### config.mk
export PLATFORM = sky130hd
export DESIGN_NAME = one_wire_rom_search_top
export DESIGN_NICKNAME = d
export VERILOG_FILES = /design/src/design/owrs_pkg.sv /design/src/design/one_wire_rom_search_top.sv
export SDC_FILE = /design/constraint.sdc
export NUM_CORES = 1
export LEC_CHECK = 0
export ABC_CLOCK_PERIOD_IN_PS = 5850
export BUFFER_PORTS_ARGS = -buffer_cell sky130_fd_sc_hd__buf_2
export CAP_MARGIN = 40
export CORE_ASPECT_RATIO = 1.5
export CORE_MARGIN = 4
export CORE_UTILIZATION = 37
export CTS_CLUSTER_SIZE = 16
export DETAILED_ROUTE_END_ITERATION = 7
export HOLD_SLACK_MARGIN = 0.08
export PLACE_DENSITY = 0.53
export SLEW_MARGIN = 25
export SYNTH_ARGS = -nofsm -noshare
export SYNTH_HDL_FRONTEND = slang
export SYNTH_SLANG_ARGS = --single-unit
### constraint.sdc
create_clock -name i_clk -period 5.85 [get_ports i_clk]
set_input_delay 1.17 -clock i_clk [delete_from_list [all_inputs] [get_ports i_clk]]
set_output_delay 1.17 -clock i_clk [all_outputs]
set_load 0.05 [all_outputs]
### src/design/owrs_pkg.sv
package owrs_pkg;

    // Request opcodes
    localparam logic [1:0] OP_CLEAR = 2'd0;
    localparam logic [1:0] OP_START = 2'd1;
    localparam logic [1:0] OP_PAIR  = 2'd2;

    // Result kinds
    localparam logic [2:0] KIND_WRITE   = 3'd0;
    localparam logic [2:0] KIND_FOUND   = 3'd1;
    localparam logic [2:0] KIND_FAILED  = 3'd2;
    localparam logic [2:0] KIND_IGNORED = 3'd3;
    localparam logic [2:0] KIND_CLEARED = 3'd4;

    // Reflected CRC-8 polynomial
    localparam logic [7:0] CRC_POLY = 8'h8C;
    // Zero positions below this update the family discrepancy
    localparam logic [6:0] FAMILY_LIMIT = 7'd9;

    localparam int ROM_W = 64;

    typedef struct packed {
        logic [1:0] opcode;
        logic       presence;
        logic       id_bit;
        logic       complement_bit;
    } t_in_req;

    typedef struct packed {
        logic [2:0]       result_kind;
        logic             direction_bit;
        logic [ROM_W-1:0] rom_code;
        logic             crc_ok;
        logic             last_device;
        logic [3:0]       family_discrepancy_out;
    } t_out_res;

endpackage

### src/design/one_wire_rom_search_top.sv
// Search-ROM enumeration engine: one request in, one result out.
// The result is registered and is valid in the cycle after the request is accepted.
// Throughput: 1 request per cycle unless a held result is stalled; the whole bit
// step (direction choice, ROM bit update, one CRC shift) sits between the state and result registers.
// Reset (i_rst_n low, synchronous): search state returns to its cleared values
// (bit position 1, all else zero) and the result register empties.
module one_wire_rom_search_top import owrs_pkg::*; #(
    parameter int ROM_BYTES = 8
) (
    input  logic     i_clk,
    input  logic     i_rst_n,
    input  logic     i_in_valid,
    output logic     o_in_stall,
    input  t_in_req  i_in_data,
    output logic     o_out_valid,
    input  logic     i_out_stall,
    output t_out_res o_out_data
);

    // Bits covered by a pass, bits covered by the CRC, and where the check
    // byte sits in the ROM register.
    localparam logic [6:0] TOTAL_BITS = 7'(ROM_BYTES * 8);
    localparam logic [6:0] CRC_BITS   = 7'((ROM_BYTES - 1) * 8);
    localparam int         CHECK_LSB  = (ROM_BYTES - 1) * 8;

    // Search state
    logic [ROM_W-1:0] r_rom,    n_rom;
    logic [6:0]       r_prior,  n_prior;
    logic             r_found,  n_found;
    logic [3:0]       r_family, n_family;
    logic [6:0]       r_bitpos, n_bitpos;
    logic [6:0]       r_plz,    n_plz;
    logic [7:0]       r_crc,    n_crc;
    logic             r_active, n_active;

    // Result register
    logic     r_out_valid;
    t_out_res r_out, n_out;

    logic accept;

    // Bit step helpers
    logic [5:0]       w_idx;
    logic             w_same;
    logic             w_dir;
    logic [ROM_W-1:0] w_rom_upd;
    logic [7:0]       w_crc_upd;
    logic             w_mix;
    logic [6:0]       w_bitpos_inc;
    logic [6:0]       w_plz_upd;
    logic [3:0]       w_family_upd;

    // Stall the request side only while a held result cannot move on.
    assign o_in_stall  = r_out_valid & i_out_stall;
    assign accept      = i_in_valid & ~o_in_stall;
    assign o_out_valid = r_out_valid;
    assign o_out_data  = r_out;

    // Direction choice: a clean bit follows the bus; on a discrepancy, repeat
    // the earlier path below the last discrepancy, take 1 at it, 0 beyond.
    always_comb begin
        w_idx  = 6'(r_bitpos - 7'd1);
        w_same = (i_in_data.id_bit == i_in_data.complement_bit);
        if (!w_same) begin
            w_dir = i_in_data.id_bit;
        end else if (r_bitpos < r_prior) begin
            w_dir = r_rom[w_idx];
        end else begin
            w_dir = (r_bitpos == r_prior);
        end

        w_rom_upd = (r_rom & ~(ROM_W'(1) << w_idx)) | (ROM_W'(w_dir) << w_idx);

        // One bit-serial CRC shift, only over the bytes ahead of the check byte.
        w_mix = r_crc[0] ^ w_dir;
        if ({1'b0, w_idx} < CRC_BITS) begin
            w_crc_upd = {1'b0, r_crc[7:1]} ^ (w_mix ? CRC_POLY : 8'd0);
        end else begin
            w_crc_upd = r_crc;
        end

        w_bitpos_inc = r_bitpos + 7'd1;

        // Record a zero taken on a discrepancy.
        w_plz_upd    = r_plz;
        w_family_upd = r_family;
        if (w_same && !w_dir) begin
            w_plz_upd = r_bitpos;
            if (r_bitpos < FAMILY_LIMIT) begin
                w_family_upd = r_bitpos[3:0];
            end
        end
    end

    always_comb begin
        n_rom    = r_rom;
        n_prior  = r_prior;
        n_found  = r_found;
        n_family = r_family;
        n_bitpos = r_bitpos;
        n_plz    = r_plz;
        n_crc    = r_crc;
        n_active = r_active;
        n_out             = '0;
        n_out.result_kind = KIND_IGNORED;

        case (i_in_data.opcode)
            OP_CLEAR: begin
                n_rom    = '0;
                n_prior  = '0;
                n_found  = 1'b0;
                n_family = '0;
                n_bitpos = 7'd1;
                n_plz    = '0;
                n_crc    = '0;
                n_active = 1'b0;
                n_out.result_kind = KIND_CLEARED;
            end
            OP_START: begin
                if (r_found || !i_in_data.presence) begin
                    // No device answered, or enumeration already finished.
                    n_prior  = '0;
                    n_found  = 1'b0;
                    n_family = '0;
                    n_active = 1'b0;
                    n_out.result_kind = KIND_FAILED;
                end else begin
                    // Restart from bit 1; any pass in progress is dropped.
                    n_bitpos = 7'd1;
                    n_plz    = '0;
                    n_crc    = '0;
                    n_active = 1'b1;
                end
            end
            OP_PAIR: begin
                if (r_active) begin
                    if (i_in_data.id_bit && i_in_data.complement_bit) begin
                        // Nobody drove the bus for this bit.
                        n_prior  = '0;
                        n_found  = 1'b0;
                        n_family = '0;
                        n_active = 1'b0;
                        n_out.result_kind = KIND_FAILED;
                    end else begin
                        n_rom    = w_rom_upd;
                        n_crc    = w_crc_upd;
                        n_bitpos = w_bitpos_inc;
                        n_plz    = w_plz_upd;
                        n_family = w_family_upd;
                        n_out.direction_bit = w_dir;
                        if (w_bitpos_inc <= TOTAL_BITS) begin
                            n_out.result_kind = KIND_WRITE;
                        end else begin
                            // Final bit: close the pass.
                            n_active = 1'b0;
                            n_prior  = w_plz_upd;
                            if (w_plz_upd == '0) begin
                                n_found = 1'b1;
                            end
                            if (w_rom_upd[7:0] == 8'd0) begin
                                n_prior  = '0;
                                n_found  = 1'b0;
                                n_family = '0;
                                n_out.result_kind = KIND_FAILED;
                            end else begin
                                n_out.result_kind = KIND_FOUND;
                                n_out.crc_ok      = (w_rom_upd[CHECK_LSB +: 8] == w_crc_upd);
                                n_out.last_device = (w_plz_upd == '0) | r_found;
                            end
                        end
                    end
                end
            end
            default: begin
                // Unused opcode: acknowledge, no state change.
                n_out.result_kind = KIND_IGNORED;
            end
        endcase

        n_out.rom_code               = n_rom;
        n_out.family_discrepancy_out = n_family;
    end

    // Search state advances on every accepted request.
    always_ff @(posedge i_clk) begin
        if (!i_rst_n) begin
            r_rom    <= '0;
            r_prior  <= '0;
            r_found  <= 1'b0;
            r_family <= '0;
            r_bitpos <= 7'd1;
            r_plz    <= '0;
            r_crc    <= '0;
            r_active <= 1'b0;
        end else if (accept) begin
            r_rom    <= n_rom;
            r_prior  <= n_prior;
            r_found  <= n_found;
            r_family <= n_family;
            r_bitpos <= n_bitpos;
            r_plz    <= n_plz;
            r_crc    <= n_crc;
            r_active <= n_active;
        end
    end

    // Result register: load on accept, drop once taken downstream.
    always_ff @(posedge i_clk) begin
        if (!i_rst_n) begin
            r_out_valid <= 1'b0;
        end else if (accept) begin
            r_out_valid <= 1'b1;
        end else if (!i_out_stall) begin
            r_out_valid <= 1'b0;
        end
    end

    always_ff @(posedge i_clk) begin
        if (accept) begin
            r_out <= n_out;
        end
    end

endmodule
==> summary.txt <==
Outcome
  • Status: finished clean

Clocking
  • H-tree depth: 4
  • Clock buffer count from CTS: 17
  • Clock latency on the worst-skew pair: 450 ps
  • Post-cts sizing count: 0
  • CTS tree: done
  • Longest Clk Path Bufs: 2
  • Clock Sinks: between 150 and 200
  • Clock tree root buffer cell: clkbuf_16
  • Post-CTS setup buffers: 0
  • Hold_buf cts: 0
  • Clk slew on worst S/H paths: about 70 ps

Logic synthesis
  • Main synth FF type: dfxtp_1
  • Number of flops mapped to enable cells by yosys: 74
  • Synth top cells by count: nand2_1 (162), nor2_1 (110), dfxtp_1 (100)
  • Post-Syn Area per Cell: slightly below 9 µm²
  • Synthesized Nets: 1,100
  • FFs w/ async S/R, synth: 0%
  • Number of synthesized register bits: ~170
  • Count of cell types in the netlist: 75
  • Cell with the most instances after synthesis: nand2_1
  • Synth top area cells: edfxtp_1 (23%), dfxtp_1 (21%), nand2_1 (6.4%)
  • Synth Instances: roughly 1,100
  • YS warnings: 0
  • Sequential area share after synthesis: 44.22%
  • Area leader, netlist: edfxtp_1
  • Synthesized area: about 9600 µm²
  • Top-area cell type share of the netlist area: approximately a quarter

Critical path
  • Worst Path Arrival: approximately 4800 ps
  • Worst Reg-to-Reg Cells: 13
  • R2r startpoint: r_bitpos[0]
  • Critical path capture point type: flip-flop
  • WP data required: about 6000 ps
  • Critical Path Source Type: flip-flop
  • CP Max Fanout: 13
  • R2R Setup Slk: ~1300 ps
  • Setup Crit Path Kind: reg2reg
  • Capturing point of the worst reg2reg path: o_out_data[5]

Die
  • Core region area: roughly 25,000 µm²
  • Initial core utilization: 37.86%
  • Ports: 85
  • Cell row count: 71
  • DIE AREA: 28,510 µm²
  • Die Wd: approximately 140 µm
  • Die height: 204.8 µm

Drt
  • Total number of vias: 8,729
  • DRC: 0
  • Routed WL: 32,480 µm
  • DRT iter0 DRCs: around 660
  • TritonRoute pass-1 iters: 6
  • Routed Antenna Nets: 0
  • Avg WL per Cell: ~22 µm
  • Vias per inst: roughly 6

Cells and area
  • Fin area: around 11,000 µm²
  • Antenna fix cells: 0
  • Filler cells: around 2,500
  • Post-layout nets: between 1,000 and 1,500
  • Final Core Density: about 44%
  • Layout area overhead: 15.31%
  • Fin cells: between 1,000 and 1,500
  • Layout cell share with drive strength beyond 1: between 15 and 20%

Global routing
  • First-pass GRT wire length: roughly 50,000 µm
  • Total GRT Usage: a little under a quarter
  • Largest net degree at the start of global routing: 62
  • Total congestion overflow: 0
  • Initial antenna violation count: 0
  • Number of global-route vias before repair: approximately 8,500

Timing
  • Final WS setup: around 1300 ps
  • Actual slew at the worst max-slew pin: a little over 800 ps
  • RSZ-0062 raised after global routing: no
  • Final hold slack: between 400 and 500 ps
  • Final Skew: 17.04 ps
  • Final Critical Period: 4539 ps
  • Max_slew headroom: 45.92%
  • Fin Setup TNS: 0 ps
  • # setup viols final: 0
  • Period Utilization, post-route: between 70% and 80%
  • Fmax: about 220 MHz
  • Final hold vios: 0
  • Pins Over Slew Limit: 0

Placed design
  • Post-Place Cells: 1,444
  • Placed cell areas: between 10,000 and 15,000 µm²
  • HPWL Detailed: between 20,000 and 25,000 µm
  • GP Congestion: around 0.93
  • Setup WS pre-CTS: about 1400 ps
  • Buffers on Ports: 84

Min path
  • Hold path start: r_prior[2]
  • WHS Path Cells: 2
  • Worst Hold End: r_prior[2]
  • Hold Path Class: reg2reg

Power and ir drop
  • Total Power: 2.972 mW
  • Peak supply drop: between 0.2 and 0.25 mV
  • Power per cell area: between 200 and 300 nW/µm²
  • P_leak: approximately 4 nW

Flow run
  • Max Cap Viol: 0
==> report_power, final <==
part           internal, mW  total (mW)  leakage [nW]  switching, mW
sequential             1.31        1.33          1.56         0.0225
clock                 0.681        1.20         0.293          0.518
combinational         0.120       0.441          2.25          0.321
==> worst max-delay path, cell delays in order, from the launching register on <==
cell and delay, ps:
dfxtp_2 330, inv_1 120, ha_1 350, xnor2_2 560, buf_4 300, mux2i_1 200, a41oi_1 170, a221o_1 330
nor4_4 570, o211ai_1 370, o31ai_1 510, a211oi_1 100, nor4_1 260, and4b_1 230
==> how the worst max path moves through the flow <==
stage	endpoint	slack, ps	from
3_5_place_dp	o_out_data[5]	1360	r_bitpos[0]
4_1_cts	o_out_data[5]	1320	r_bitpos[0]
6_report	o_out_data[5]	1310	r_bitpos[0]
3_3_place_gp	o_out_data[5]	1380	r_bitpos[0]
2_1_floorplan	o_out_data[5]	1470	r_bitpos[0]
5_1_grt	o_out_data[5]	1040	r_bitpos[0]
==> placed cells by master (no fill, tap or decap), types with 8 or more instances in the layout <==
cell type	instances
a21oi_1	47
a22o_1	18
a22oi_1	16
a31oi_1	9
a32o_1	10
a32oi_1	8
and2_1	9
buf_2	85
buf_4	30
clkbuf_16	17
dfxtp_1	99
edfxtp_1	74
ha_1	19
inv_1	22
mux2i_1	21
mux4_2	12
nand2_1	161
nand2b_1	15
nand3_1	29
nor2_1	110
nor3_1	31
nor3b_1	10
o211ai_1	14
o21ai_0	90
o21ai_1	15
o22ai_1	11
o31ai_1	8
==> kinds of logic (layout without fill, tap and decap cells) <==
family                     after synthesis  in the layout  synth area share (%)
xor gates and xnor gates                11             11                 1.375
adders and majority gates               19             19                 2.489
AOI/OAI and AO/OA                      319            319                 22.49
buffers and inverters                   99            176                 4.113
and+or+nand+nor                        415            415                 20.05
DFF                                    174            174                 44.22
muxes                                   35             35                 5.265
==> state kept, by name, indices dropped and copies added, names as in the netlist <==
name and cells:
r_prior 7, r_rom 64, r_plz 7, r_bitpos 7, r_active 1, o_out_data 74, r_found 1, o_out_valid 1
r_family 4, r_crc 8
==> cell type report <==
class,count,area [µm²],share of cell area [%]
multi-input cells,799,4946,44.90
flip-flops and latches,174,4225,38.36
repair buffers,119,728.2,6.611
clock buffers,18,429.2,3.896
well taps,328,410.4,3.726
clock inverters,14,180.2,1.636
inverters,25,96.34,0.8746
==> metal layers <==
metal | track usage (%) | vias to the layer above | wire length [µm] | share of wire, %
met5 | 0 | - | 0 | 0
met4 | 10.77 | 0 | 1388 | 4.3
met3 | 3.993 | 77 | 1634 | 5.0
met2 | 40.50 | 321 | 16600 | 51
met1 | 26.05 | 4245 | 12860 | 40
li1 | - | 4086 | - | -
No activity file was read; power rests on OpenSTA's default activity.
